===== src/rtl/dmrf_pkg.sv =====
// shared constants and types for the display mode register file
`timescale 1ns / 1ps

package dmrf_pkg;

    localparam int OFS_W     = 12;
    localparam int DATA_W    = 16;
    localparam int STRIDE_W  = 18;
    localparam int OFFSET_W  = 34;

    // register map, byte offsets
    localparam logic [OFS_W-1:0] OFS_ID      = 12'h500;
    localparam logic [OFS_W-1:0] OFS_XRES    = 12'h502;
    localparam logic [OFS_W-1:0] OFS_YRES    = 12'h504;
    localparam logic [OFS_W-1:0] OFS_BPP     = 12'h506;
    localparam logic [OFS_W-1:0] OFS_ENABLE  = 12'h508;
    localparam logic [OFS_W-1:0] OFS_VWIDTH  = 12'h50C;
    localparam logic [OFS_W-1:0] OFS_VHEIGHT = 12'h50E;
    localparam logic [OFS_W-1:0] OFS_XOFF    = 12'h510;
    localparam logic [OFS_W-1:0] OFS_YOFF    = 12'h512;
    localparam logic [OFS_W-1:0] OFS_VRAM    = 12'h514;
    localparam logic [OFS_W-1:0] OFS_EXTSIZE = 12'h600;
    localparam logic [OFS_W-1:0] OFS_ENDLO   = 12'h604;
    localparam logic [OFS_W-1:0] OFS_ENDHI   = 12'h606;

    localparam logic [DATA_W-1:0] VER_MIN     = 16'hB0C0;
    localparam logic [DATA_W-1:0] VER_MAX     = 16'hB0C5;
    localparam logic [DATA_W-1:0] CAPS_XRES   = 16'd2560;
    localparam logic [DATA_W-1:0] CAPS_YRES   = 16'd1440;
    localparam logic [DATA_W-1:0] BPP_VALUE   = 16'd32;
    localparam logic [DATA_W-1:0] EXT_SIZE    = 16'd8;
    localparam logic [DATA_W-1:0] ENDIAN_MARK = 16'h1E1E;
    localparam logic [DATA_W-1:0] VRAM_RESET  = 16'd256;

    // enable register bits
    localparam logic [7:0] EN_MASK    = 8'hE3;
    localparam int         EN_ON      = 0;
    localparam int         EN_CAPS    = 1;
    localparam int         EN_NOCLEAR = 7;

    typedef enum logic {
        KIND_READ  = 1'b0,
        KIND_WRITE = 1'b1
    } t_kind;

endpackage


===== src/rtl/display_mode_register_file.sv =====
// top level of the display mode register file
`timescale 1ns / 1ps

// Register bank of a display mode interface with 16-bit registers in a 4 KiB window.
// Every access (read or write) is one input transfer and gives one result transfer.
// One access is taken per clock cycle while o_ready is high. The first stage decodes
// the offset, updates the mode registers and works out the stride; the second stage
// does the y_offset * stride multiply and adds x_offset. Every result carries the
// scanout description after that access. The VRAM size register is loaded through
// i_cfg_we / i_cfg_wdata and resets to 256.
module display_mode_register_file
    import dmrf_pkg::*;
(
    input  logic                i_clk,
    input  logic                i_rst_n,

    input  logic                i_cfg_we,
    input  logic [DATA_W-1:0]   i_cfg_wdata,

    input  logic                i_valid,
    output logic                o_ready,
    input  logic                i_kind,
    input  logic [OFS_W-1:0]    i_reg_offset,
    input  logic [DATA_W-1:0]   i_write_data,

    output logic                o_valid,
    input  logic                i_ready,
    output logic [DATA_W-1:0]   o_read_data,
    output logic                o_clear_vram,
    output logic                o_scanout_changed,
    output logic [DATA_W-1:0]   o_scanout_width,
    output logic [DATA_W-1:0]   o_scanout_height,
    output logic [STRIDE_W-1:0] o_scanout_stride,
    output logic [OFFSET_W-1:0] o_scanout_offset
);

    // mode registers
    logic [DATA_W-1:0] r_vram_units;
    logic [DATA_W-1:0] r_version,  n_version;
    logic [7:0]        r_enable,   n_enable;
    logic [DATA_W-1:0] r_xres,     n_xres;
    logic [DATA_W-1:0] r_yres,     n_yres;
    logic [DATA_W-1:0] r_vwidth,   n_vwidth;
    logic [DATA_W-1:0] r_vheight,  n_vheight;
    logic [DATA_W-1:0] r_xoff,     n_xoff;
    logic [DATA_W-1:0] r_yoff,     n_yoff;
    logic [DATA_W-1:0] r_awidth,   n_awidth;
    logic [DATA_W-1:0] r_aheight,  n_aheight;

    // first stage
    logic                r_s1_valid;
    logic [DATA_W-1:0]   r_s1_rd,     n_s1_rd;
    logic                r_s1_clr,    n_s1_clr;
    logic                r_s1_chg,    n_s1_chg;
    logic [STRIDE_W-1:0] r_s1_stride, n_s1_stride;
    logic [DATA_W-1:0]   r_s1_awidth;
    logic [DATA_W-1:0]   r_s1_aheight;
    logic [DATA_W-1:0]   r_s1_xoff;
    logic [DATA_W-1:0]   r_s1_yoff;

    // result stage
    logic                r_o_valid;
    logic [DATA_W-1:0]   r_o_rd;
    logic                r_o_clr;
    logic                r_o_chg;
    logic [DATA_W-1:0]   r_o_awidth;
    logic [DATA_W-1:0]   r_o_aheight;
    logic [STRIDE_W-1:0] r_o_stride;
    logic [OFFSET_W-1:0] r_o_offset;
    logic [OFFSET_W-1:0] n_o_offset;

    logic                in_xfer;
    logic                s1_adv;
    logic                is_write;
    logic [STRIDE_W-1:0] width_bytes;
    logic [STRIDE_W-1:0] vwidth_ext;

    assign s1_adv   = r_s1_valid && (!r_o_valid || i_ready);
    assign o_ready  = !r_s1_valid || s1_adv;
    assign in_xfer  = i_valid && o_ready;
    assign is_write = (t_kind'(i_kind) == KIND_WRITE);

    // register updates and read mux
    always_comb begin
        n_version = r_version;
        n_enable  = r_enable;
        n_xres    = r_xres;
        n_yres    = r_yres;
        n_vwidth  = r_vwidth;
        n_vheight = r_vheight;
        n_xoff    = r_xoff;
        n_yoff    = r_yoff;
        n_awidth  = r_awidth;
        n_aheight = r_aheight;
        n_s1_rd   = '0;
        n_s1_clr  = 1'b0;
        n_s1_chg  = 1'b0;
        if (is_write) begin
            case (i_reg_offset)
                OFS_ID: begin
                    n_version = i_write_data;
                end
                OFS_XRES: begin
                    if (!r_enable[EN_ON]) n_xres = i_write_data;
                end
                OFS_YRES: begin
                    if (!r_enable[EN_ON]) n_yres = i_write_data;
                end
                OFS_VWIDTH: begin
                    n_vwidth = i_write_data;
                    n_s1_chg = 1'b1;
                end
                OFS_VHEIGHT: begin
                    n_vheight = i_write_data;
                end
                OFS_XOFF: begin
                    n_xoff   = i_write_data;
                    n_s1_chg = 1'b1;
                end
                OFS_YOFF: begin
                    n_yoff   = i_write_data;
                    n_s1_chg = 1'b1;
                end
                OFS_ENABLE: begin
                    n_enable = i_write_data[7:0] & EN_MASK;
                    if (i_write_data[EN_ON]) begin
                        n_s1_clr  = !i_write_data[EN_NOCLEAR];
                        n_awidth  = r_xres;
                        n_aheight = r_yres;
                        n_s1_chg  = 1'b1;
                    end
                end
                default: begin
                end
            endcase
        end else begin
            case (i_reg_offset)
                OFS_ID: begin
                    if (r_version < VER_MIN || r_version > VER_MAX) n_s1_rd = VER_MAX;
                    else n_s1_rd = r_version;
                end
                OFS_XRES:    n_s1_rd = r_enable[EN_CAPS] ? CAPS_XRES : r_xres;
                OFS_YRES:    n_s1_rd = r_enable[EN_CAPS] ? CAPS_YRES : r_yres;
                OFS_BPP:     n_s1_rd = BPP_VALUE;
                OFS_ENABLE:  n_s1_rd = {8'd0, r_enable};
                OFS_VWIDTH:  n_s1_rd = r_vwidth;
                OFS_VHEIGHT: n_s1_rd = r_vheight;
                OFS_XOFF:    n_s1_rd = r_xoff;
                OFS_YOFF:    n_s1_rd = r_yoff;
                OFS_VRAM:    n_s1_rd = r_vram_units;
                OFS_EXTSIZE: n_s1_rd = EXT_SIZE;
                OFS_ENDLO:   n_s1_rd = ENDIAN_MARK;
                OFS_ENDHI:   n_s1_rd = ENDIAN_MARK;
                default:     n_s1_rd = '0;
            endcase
        end
    end

    // stride from the state after this access
    assign width_bytes = {n_awidth, 2'b00};
    assign vwidth_ext  = {2'b00, n_vwidth};
    assign n_s1_stride = (vwidth_ext > width_bytes) ? vwidth_ext : width_bytes;

    assign n_o_offset = OFFSET_W'(r_s1_yoff) * OFFSET_W'(r_s1_stride)
                      + OFFSET_W'(r_s1_xoff);

    always_ff @(posedge i_clk) begin
        if (!i_rst_n) begin
            r_vram_units <= VRAM_RESET;
        end else if (i_cfg_we) begin
            r_vram_units <= i_cfg_wdata;
        end
    end

    always_ff @(posedge i_clk) begin
        if (!i_rst_n) begin
            r_version <= '0;
            r_enable  <= '0;
            r_xres    <= '0;
            r_yres    <= '0;
            r_vwidth  <= '0;
            r_vheight <= '0;
            r_xoff    <= '0;
            r_yoff    <= '0;
            r_awidth  <= '0;
            r_aheight <= '0;
        end else if (in_xfer) begin
            r_version <= n_version;
            r_enable  <= n_enable;
            r_xres    <= n_xres;
            r_yres    <= n_yres;
            r_vwidth  <= n_vwidth;
            r_vheight <= n_vheight;
            r_xoff    <= n_xoff;
            r_yoff    <= n_yoff;
            r_awidth  <= n_awidth;
            r_aheight <= n_aheight;
        end
    end

    always_ff @(posedge i_clk) begin
        if (!i_rst_n) begin
            r_s1_valid <= 1'b0;
            r_o_valid  <= 1'b0;
        end else begin
            if (in_xfer) r_s1_valid <= 1'b1;
            else if (s1_adv) r_s1_valid <= 1'b0;
            if (s1_adv) r_o_valid <= 1'b1;
            else if (i_ready) r_o_valid <= 1'b0;
        end
    end

    always_ff @(posedge i_clk) begin
        if (in_xfer) begin
            r_s1_rd      <= n_s1_rd;
            r_s1_clr     <= n_s1_clr;
            r_s1_chg     <= n_s1_chg;
            r_s1_stride  <= n_s1_stride;
            r_s1_awidth  <= n_awidth;
            r_s1_aheight <= n_aheight;
            r_s1_xoff    <= n_xoff;
            r_s1_yoff    <= n_yoff;
        end
        if (s1_adv) begin
            r_o_rd      <= r_s1_rd;
            r_o_clr     <= r_s1_clr;
            r_o_chg     <= r_s1_chg;
            r_o_awidth  <= r_s1_awidth;
            r_o_aheight <= r_s1_aheight;
            r_o_stride  <= r_s1_stride;
            r_o_offset  <= n_o_offset;
        end
    end

    assign o_valid           = r_o_valid;
    assign o_read_data       = r_o_rd;
    assign o_clear_vram      = r_o_clr;
    assign o_scanout_changed = r_o_chg;
    assign o_scanout_width   = r_o_awidth;
    assign o_scanout_height  = r_o_aheight;
    assign o_scanout_stride  = r_o_stride;
    assign o_scanout_offset  = r_o_offset;

endmodule


===== config.mk =====
export PLATFORM = sky130hd
export DESIGN_NAME = display_mode_register_file
export DESIGN_NICKNAME = d
export VERILOG_FILES = /design/src/rtl/dmrf_pkg.sv /design/src/rtl/display_mode_register_file.sv
export SDC_FILE = /design/constraint.sdc
export NUM_CORES = 1
export LEC_CHECK = 0
export BUFFER_PORTS_ARGS = -buffer_cell sky130_fd_sc_hd__buf_4
export CORE_ASPECT_RATIO = 0.6
export CORE_MARGIN = 5
export CORE_UTILIZATION = 29
export CTS_BUF_LIST = sky130_fd_sc_hd__clkbuf_4 sky130_fd_sc_hd__clkbuf_8
export CTS_CLUSTER_DIAMETER = 120
export DETAILED_ROUTE_END_ITERATION = 10
export SYNTH_ARGS = -nofsm -noshare
export SYNTH_HDL_FRONTEND = slang
export SYNTH_SLANG_ARGS = --single-unit

===== constraint.sdc =====
create_clock -name i_clk -period 16.3 [get_ports i_clk]
set_input_delay 1.63 -clock i_clk [delete_from_list [all_inputs] [get_ports i_clk]]
set_output_delay 1.63 -clock i_clk [all_outputs]
set_load 0.02 [all_outputs]

After elaboration in Yosys (flattened, before gate mapping)
Index checks and enable logic that the tools add are counted.
{"block": "op_classes", "n_mul": 1, "eq_ne": 13, "muxes": 23, "n_lt_le_gt_ge": 3, "addsub": 1, "reduce_logical": 18, "n_bitwise": 1}
{"cell": "16-bit two-way mux", "n": 16}
{"cell": "16-bit one-hot mux with 12 select lines", "n": 1}
{"cell": "12-bit by 11-bit equality test with 1-bit output (second input constant)", "n": 13}
{"cell": "34-bit by 16-bit adder with 34-bit output", "n": 1}
{"cell": "16-bit by 18-bit multiplier with 34-bit output", "n": 1}
{"cell": "16-bit by 18-bit > comparator with 1-bit output", "n": 1}
{"cell": "16-bit > comparator (second input constant)", "n": 1}
{"cell": "16-bit < comparator (second input constant)", "n": 1}
{"cell": "3-bit AND reduction", "n": 4}
{"cell": "4-bit AND reduction", "n": 2}
{"cell": "1-bit two-way mux", "n": 5}
{"cell": "2-bit nonzero test", "n": 2}
{"cell": "1-bit zero test", "n": 3}
{"cell": "1-bit logical OR", "n": 3}
{"cell": "3-bit OR reduction", "n": 1}
{"cell": "1-bit logical AND", "n": 2}
{"cell": "1-bit one-hot mux with 2 select lines", "n": 1}
{"cell": "2-bit OR reduction", "n": 1}
{"cell": "1-bit inverter", "n": 1}
{"block": "word_totals", "out_inout_bits": 104, "register_bits": 369, "word_cells": 90, "inputBits": 50}

Longest topological paths before layout
Gate-level depths: netlist (run 1).
{"block": "logic_depth", "word_depth": 6, "ltp_mapped": 23, "depth_no_buf": 21}

Worst setup path before layout (run 1)
Ideal clock, no wire load.
{"block": "synth_timing", "path_kind": "input-to-reg", "from": "in i_ready", "to": "reg r_o_clr, in the netlist o_clear_vram (enable)", "path_buffers": 0, "arrival_time_ns": 6.214, "stages": 2, "path_slack_ns": 9.510, "t_required_ns": 15.724, "path_cell_list": "nor2b_1 > nor2b_1"}
{"block": "synth_via", "elab_chain_cells": 2}
{"item": "start, declared", "line_no": "display_mode_register_file.sv:27", "rtl": "input logic i_ready,"}
{"item": "1-bit logical OR", "line_no": "display_mode_register_file.sv:78", "rtl": "assign s1_adv = r_s1_valid && (!r_o_valid || i_ready);"}
{"item": "1-bit logical AND", "line_no": "display_mode_register_file.sv:78"}
{"item": "named net s1_adv", "line_no": "display_mode_register_file.sv:73", "rtl": "logic s1_adv;"}
{"item": "end signal, assigned", "line_no": "display_mode_register_file.sv:226", "rtl": "r_o_clr <= r_s1_clr;"}
{"item": "end, declared", "line_no": "display_mode_register_file.sv:64", "rtl": "logic r_o_clr;"}
The timed path passes the listed nets, and every way through them passes these cells.
A chain may end at the register's enable or synchronous reset.

Worst setup path after layout (run 1)
{"block": "layout_timing", "from": "reg r_s1_yoff[1]", "to": "reg r_o_offset[32], in the netlist o_scanout_offset[32] (data pin)"}
{"block": "layout_via", "elab_chain_cells": 2}
{"item": "start, declared", "line_no": "display_mode_register_file.sv:59", "rtl": "logic [DATA_W-1:0] r_s1_yoff;"}
{"item": "start signal, assigned", "line_no": "display_mode_register_file.sv:222", "rtl": "r_s1_yoff <= n_yoff;"}
{"item": "16-bit by 18-bit multiplier with 34-bit output", "line_no": "display_mode_register_file.sv:164", "rtl": "assign n_o_offset = OFFSET_W'(r_s1_yoff) * OFFSET_W'(r_s1_stride)"}
{"item": "34-bit by 16-bit adder with 34-bit output", "line_no": "display_mode_register_file.sv:165", "rtl": "+ OFFSET_W'(r_s1_xoff);"}
{"item": "named net n_o_offset[32]", "line_no": "display_mode_register_file.sv:70", "rtl": "logic [OFFSET_W-1:0] n_o_offset;"}
{"item": "end signal, assigned", "line_no": "display_mode_register_file.sv:231", "rtl": "r_o_offset <= n_o_offset;"}
{"item": "end, declared", "line_no": "display_mode_register_file.sv:69", "rtl": "logic [OFFSET_W-1:0] r_o_offset;"}
The timed path passes the listed nets, and every way through them passes these cells.

==> results of run 1 <==
## routing by layer
metal | vias up | GRT usage (%) | wire (um)
met2 | 699 | 21.38 | 28160
met4 | 4 | 2.901 | 1357
met5 | - | 0 | 34
met1 | 8869 | 25.63 | 37440
li1 | 8237 | - | -
met3 | 91 | 5.183 | 7786
## power by group
part	internal (mW)	switching, mW
logic	0.666	1.06
registers	1.11	0.0559
clock network	0.403	0.407
## area by class of cell
cell class	instances	area, um2	share of cell area (%)
Timing Repair Buffer	174	1306	4.602
Inverter	330	1244	4.382
Multi-Input combinational cell	1611	13840	48.75
Sequential cell	369	9409	33.15
Tap cell	1147	1435	5.056
Antenna cell	2	5.005	0.01763
Clock buffer	77	959.7	3.381
Clock inverter	29	186.4	0.6568
## synth_stat cells, drive strengths merged, types with 30 or more instances
cell | count | share of area (%)
a21boi | 119 | 3.6
inv | 329 | 4.9
a21oi | 56 | 1.1
clkbuf | 115 | 1.7
mux2i | 69 | 2.8
edfxtp | 202 | 24
nor2 | 51 | 0.78
dfxtp | 167 | 13
fa | 238 | 19
ha | 124 | 6.2
o21ai | 30 | 0.60
nand2 | 469 | 7.1
and2 | 128 | 3.2
mux2 | 53 | 2.4
## cell families (layout without fill, tap and decap cells)
group	count (synthesis)	count (layout)	share of synthesized area, %
AND/OR/NAND/NOR	755	755	13.84
AO/OA/AOI/OAI	344	344	10.01
XOR/XNOR	28	28	0.9808
multiplexers	122	122	5.149
flip-flops	369	369	37.63
buffers and inverters	466	610	7.131
other	0	2	0
adder cells (fa/ha/maj)	362	362	25.26
## worst max path at each step
stage	to	slack [ns]	cells past startpoint
after global routing	o_scanout_offset[32]	8.95	18
final	o_scanout_offset[32]	9.31	18
after CTS	o_scanout_offset[32]	9.42	18
after global placement	o_scanout_offset[33]	9.42	16
after floorplan	o_clear_vram	9.51	2
after detailed placement	o_scanout_offset[32]	9.38	18
## critical path: cells and delay by family, from the launching register on
| kind | cells | cell delay [ns] |
|---|---|---|
| compound gates | 5 | 1.80 |
| xor+xnor | 1 | 0.10 |
| fa+ha+maj | 7 | 3.42 |
| buf+inv | 3 | 0.14 |
| flops | 1 | 0.76 |
| simple gates | 2 | 0.49 |
## metrics by stage
stage               power, mW  util [%]  hold WS (ns)  setup WS [ns]
global placement        2.886     31.86        0.4038          9.418
CTS                     3.726     33.20        0.4131          9.416
global route            4.004     33.21        0.4120          8.950
finish                  3.701     33.21        0.4090          9.312
detailed placement      2.897     31.86        0.4045          9.378
floorplan               2.398         -        0.4003          9.510
==> flow_summary.toml, run 1 <==
[run_status]
status = "finished, final reports clean"

[global_routing]
grt_overflow_total = 0
grt_first_pass_wirelength_um = 115500
vias_in_the_first_global_route = 18016
groute.usage.overall_pct = 16.24
largest_net_degree_at_the_start_of_global_routing = 102
number_of_antenna_violations_at_the_first_check_in_global_routing = 5

[floorplan]
die-width_um = 389.1
area_of_the_die_um2 = 92390
ios = 154
num_rows = 83
chipHeight_um = 237.4
initial_utilization_pct = 29.26
core-area_um2 = 85470

[synthesis]
yosys_register_bits = 369
postSynthAreaPerCell_um2 = 10.22
synth-edff-count = 202
post_synthesis_net_count = 2858
seq_area_frac_synth_pct = 37.63
ys_types = 69
synth_top_flop_cell = "edfxtp_1"
postSynth.asyncResetShare_pct = 0
ys.warnings.count = 0
syn_area_um2 = 25000
netlist_instances = 2446

[setup_path]
crit_path_frequent_cell = "fa_1"
slowest_delay_ns = 0.76
reg2reg_to = "o_scanout_offset[32]"
timing.critical_path.cells = "nand2_1 > fa_1 > fa_1 > fa_1 > fa_1 > inv_1 > fa_1 > inv_1 > fa_1 > inv_1 > ha_1 > a21oi_1 > o21ai_0 > or3_1 > a41oi_1 > o211ai_1 > a221oi_1 > xnor2_1"
rrSetupSlack_ns = 9.31
timing.critical_path.required_ns = 16.76
cp_endpoint_kind = "flop"
rr_startpoint = "r_s1_yoff[1]"
worst_path_max_delay_cell = "edfxtp_1"
critical_path_arrival_ns = 7.45
startpoint_type = "flop"
r2r.worst_path.cells = 18
worst_setup_path_startpoint = "r_s1_yoff[1]"
max_fanout_on_critical_path = 18
worstSetupPathType = "reg -> reg"

[hold_path]
timing.hold.worst.class = "reg -> reg"
timing.hold.worst.start = "r_s1_rd[9]"
min_delay_endpoint = "o_read_data[9]"
timing.hold.worst_path_depth = 0

[timing]
setup_repair_after_global_routing_missed_its_margin = "no"
timing.final.hold_violations = 0
setup-violations-final = 0
layout_worst_path_cycle_share_pct = 42.87
report.final.slew_viol_count = 0
timing.clock.skew_ns = 0.07085
max_freq_mhz = 143.1
fin_setup_tns_ns = 0
worst_pin_slew_ns = 1.351
worst_slew_margin_rel_pct = 8.685
fin_crit_ns = 6.988

[route]
drt_first_pass_iters = 7
post_drt_via_cell_ratio = 4.787
routed-via-count = 17900
wl_per_cell_um = 20.00
initialDrtViolationCount = 1927
postRouteWirelength_um = 74790
drt_drc_violations_left = 0
postRouteAntennaNets = 0

[final_layout]
postLayoutCellArea_um2 = 28380
final_common_cell = "nand2_1"
fin_nets = 2955
largest_register_ffs = 34
most-common-layout-cells = "468 x nand2_1, 329 x inv_1, 238 x fa_1"
final_cells = 3739
area.growth.synth_to_final_pct = 13.52
fillers = 8715
layout-drive-gt1-share_pct = 12.86

[power]
leakage_nw = 12.29
power_density_nw_per_um2 = 130.4
vdd.ir_drop.worst_uv = 167.4

[clock_tree]
maximum_clock_path_buffer_count = 3
cts-buffers-inserted = 57
cts_setup_buffers = 0
tritoncts = "built"
cts.sinks = 369
cts.root.buffer_cell = "clkbuf_8"
cts_hold_buf = 0
cts_h_tree_depth = 2
ctsResizeCount = 0
clk_pin_slew_worst_paths_ns = 0.07
clk_latency_ns = 0.71

[place]
port_buffers = 153
placed_area_um2 = 27230
dp_hpwl_um = 56210
gp_congestion = 0.8509
dpl.cell_count = 3631

[job]
timing.max_cap.violations = 0
Note: power is estimated with default switching activity, not from simulation.
==> run 2, diff against run 1 <==
--- a/config.mk
+++ b/config.mk
@@ -5,6 +5,7 @@
 export SDC_FILE = /design/constraint.sdc
 export NUM_CORES = 1
 export LEC_CHECK = 0
+export ABC_AREA = 1
 export BUFFER_PORTS_ARGS = -buffer_cell sky130_fd_sc_hd__buf_4
 export CORE_ASPECT_RATIO = 0.6
 export CORE_MARGIN = 5
==> constraint.sdc (replaced) <==
create_clock -name i_clk -period 6.2 [get_ports i_clk]
set_input_delay 0.62 -clock i_clk [delete_from_list [all_inputs] [get_ports i_clk]]
set_output_delay 0.62 -clock i_clk [all_outputs]
set_load 0.02 [all_outputs]
==> flow_summary.toml, run 2 <==
[run_status]
status = "finished, final reports clean"

[global_routing]
number_of_antenna_violations_at_the_first_check_in_global_routing = 9
largest_net_degree_at_the_start_of_global_routing = 89
vias_in_the_first_global_route = 20256
grt_first_pass_wirelength_um = 121100
grt_overflow_total = 0
groute.usage.overall_pct = 16.52

[setup_path]
cp_endpoint_kind = "flop"
max_fanout_on_critical_path = 13
timing.critical_path.required_ns = 6.58
worstSetupPathType = "reg -> reg"
critical_path_arrival_ns = 6.36
startpoint_type = "flop"
r2r.worst_path.cells = 16

[power]
power_density_nw_per_um2 = 447.5
total_power_mw = 13.35
vdd.ir_drop.worst_uv = 598.0
leakage_nw = 14.88

[route]
wl_per_cell_um = 17.89
postRouteAntennaNets = 0
drt_drc_violations_left = 0
postRouteWirelength_um = 78950
routed-via-count = 20566
initialDrtViolationCount = 2113
post_drt_via_cell_ratio = 4.661
drt_first_pass_iters = 6

[final_layout]
antenna_cells = 0
largest_register_ffs = 34
area.growth.synth_to_final_pct = 15.81
finalCoreUtilization_pct = 33.95
layout-drive-gt1-share_pct = 12.77
most-common-layout-cells = "667 x inv_1, 654 x nand2_1, 238 x fa_1"
final_cells = 4412
fin_nets = 3607
postLayoutCellArea_um2 = 29830
final_common_cell = "inv_1"

[place]
placed_area_um2 = 28120
dpl.cell_count = 4262
dp_hpwl_um = 61860
pre_cts_ws_ns = 0.1260
port_buffers = 153
gp_congestion = 0.9316

[floorplan]
die-width_um = 394.8
core-area_um2 = 87860
area_of_the_die_um2 = 95080
initial_utilization_pct = 29.32
ios = 154
chipHeight_um = 240.9
num_rows = 84

[synthesis]
ys.warnings.count = 0
seq_area_frac_synth_pct = 36.53
synth-edff-count = 202
yosys_register_bits = 369
synth_top_flop_cell = "edfxtp_1"
postSynthAreaPerCell_um2 = 8.471
yosysMostFrequentCell = "inv_1"
synth_top_cell_by_area = "edfxtp_1"
post_synth_most_frequent_cells = "667 x inv_1, 655 x nand2_1, 238 x fa_1"
netlist_top_cells_area = "edfxtp_1 24%, fa_1 18%, dfxtp_1 13%, inv_1 9.7%, nand2_1 9.5%"
post_synthesis_net_count = 3453
ys_types = 47
yosys.area.top_type_share_pct = 23.55
syn_area_um2 = 25760
postSynth.asyncResetShare_pct = 0
netlist_instances = 3041

[timing]
fin_setup_tns_ns = 0
layout_worst_path_cycle_share_pct = 96.53
timing.final.hold_violations = 0
worst_pin_slew_ns = 1.150
hold_ws_ns = 0.1766
max_freq_mhz = 167.1
fin_crit_ns = 5.985
final.setup.worst_slack_ns = 0.2154
report.final.slew_viol_count = 0
setup-violations-final = 0
setup_repair_after_global_routing_missed_its_margin = "no"
timing.clock.skew_ns = 0.03747
worst_slew_margin_rel_pct = 23.27

[clock_tree]
clk_pin_slew_worst_paths_ns = 0.06
cts-buffers-inserted = 68
tritoncts = "built"
cts_hold_buf = 0
maximum_clock_path_buffer_count = 3
cts.sinks = 369
cts.root.buffer_cell = "clkbuf_8"
clk_latency_ns = 0.66
cts_h_tree_depth = 3

[hold_path]
timing.hold.worst.class = "in -> reg"
timing.hold.worst_path_depth = 3

[job]
timing.max_cap.violations = 0
-- run 2: cell count changes in the layout (fill, tap and decap cells not counted), moves of 96 or more --
| cell | previous run | this run |
|---|---|---|
| a21boi_0 | 99 | 2 |
| a21oi_1 | 56 | 152 |
| and2_1 | 128 | 0 |
| inv_1 | 329 | 667 |
| nand2_1 | 468 | 654 |
| nor2_1 | 50 | 213 |
| o21ai_0 | 29 | 135 |
-- run 2: repair_timing --
action | CTS | global route
buffers inserted | 0 | 24
resized for setup | 0 | 1
setup endpoints to repair | 0 | 14
-- run 2: path summary, 6_finish.rpt --
kind	startpoint	end	slack, ns
max	r_s1_stride[11]	o_scanout_offset[19]	0.22
min	i_cfg_wdata[8]	r_vram_units[8]	0.18
min reg2reg	r_s1_aheight[7]	o_scanout_height[7]	0.42
max reg2reg	r_s1_stride[11]	o_scanout_offset[19]	0.22
-- run 2: cell type report --
cell class	count	area (um2)
fillers	9117	58030
multi-input cells	1852	13190
flip-flops and latches	369	9409
inverters	677	2551
repair buffers	227	1779
well taps	1161	1453
clock buffers	96	1196
clock inverters	30	257.7
-- run 2: critical path, stage by stage, from the launching register on --
cell and delay [ns]:
edfxtp_1 0.78, nand2_1 0.17, fa_1 0.56, inv_1 0.05
fa_1 0.49, fa_1 0.56, fa_1 0.44, fa_1 0.49
inv_1 0.05, fa_1 0.47, inv_1 0.04, ha_1 0.35
a21oi_1 0.26, a21boi_0 0.41, o21ai_0 0.24, a21oi_1 0.24
xnor2_1 0.12
-- run 2: logic make-up after synthesis --
logic type | after synthesis | share of synthesized area [%]
adder cells (fa/ha/maj) | 362 | 24.52
AO/OA/AOI/OAI | 446 | 9.370
XOR/XNOR | 20 | 0.6800
AND/OR/NAND/NOR | 1024 | 16.57
buffers and inverters | 820 | 12.34
flip-flops | 369 | 36.53
-- run 2: routing by layer --
| layer | wire length, um | up-vias | part of all wire (%) | track usage (%) |
|---|---|---|---|---|
| met5 | 120 | - | 0.15 | 0 |
| met4 | 1725 | 18 | 2.2 | 4.171 |
| met3 | 8733 | 137 | 11 | 5.868 |
| met2 | 30730 | 810 | 39 | 22.82 |
| met1 | 37640 | 9888 | 48 | 24.39 |
| li1 | - | 9713 | - | - |
-- run 2: where the power goes --
part | total, mW | internal, mW | switching (mW)
sequential | 3.24 | 3.10 | 0.147
clock | 2.50 | 1.39 | 1.11
combinational | 7.60 | 2.66 | 4.94
total | 13.3 | 7.15 | 6.20
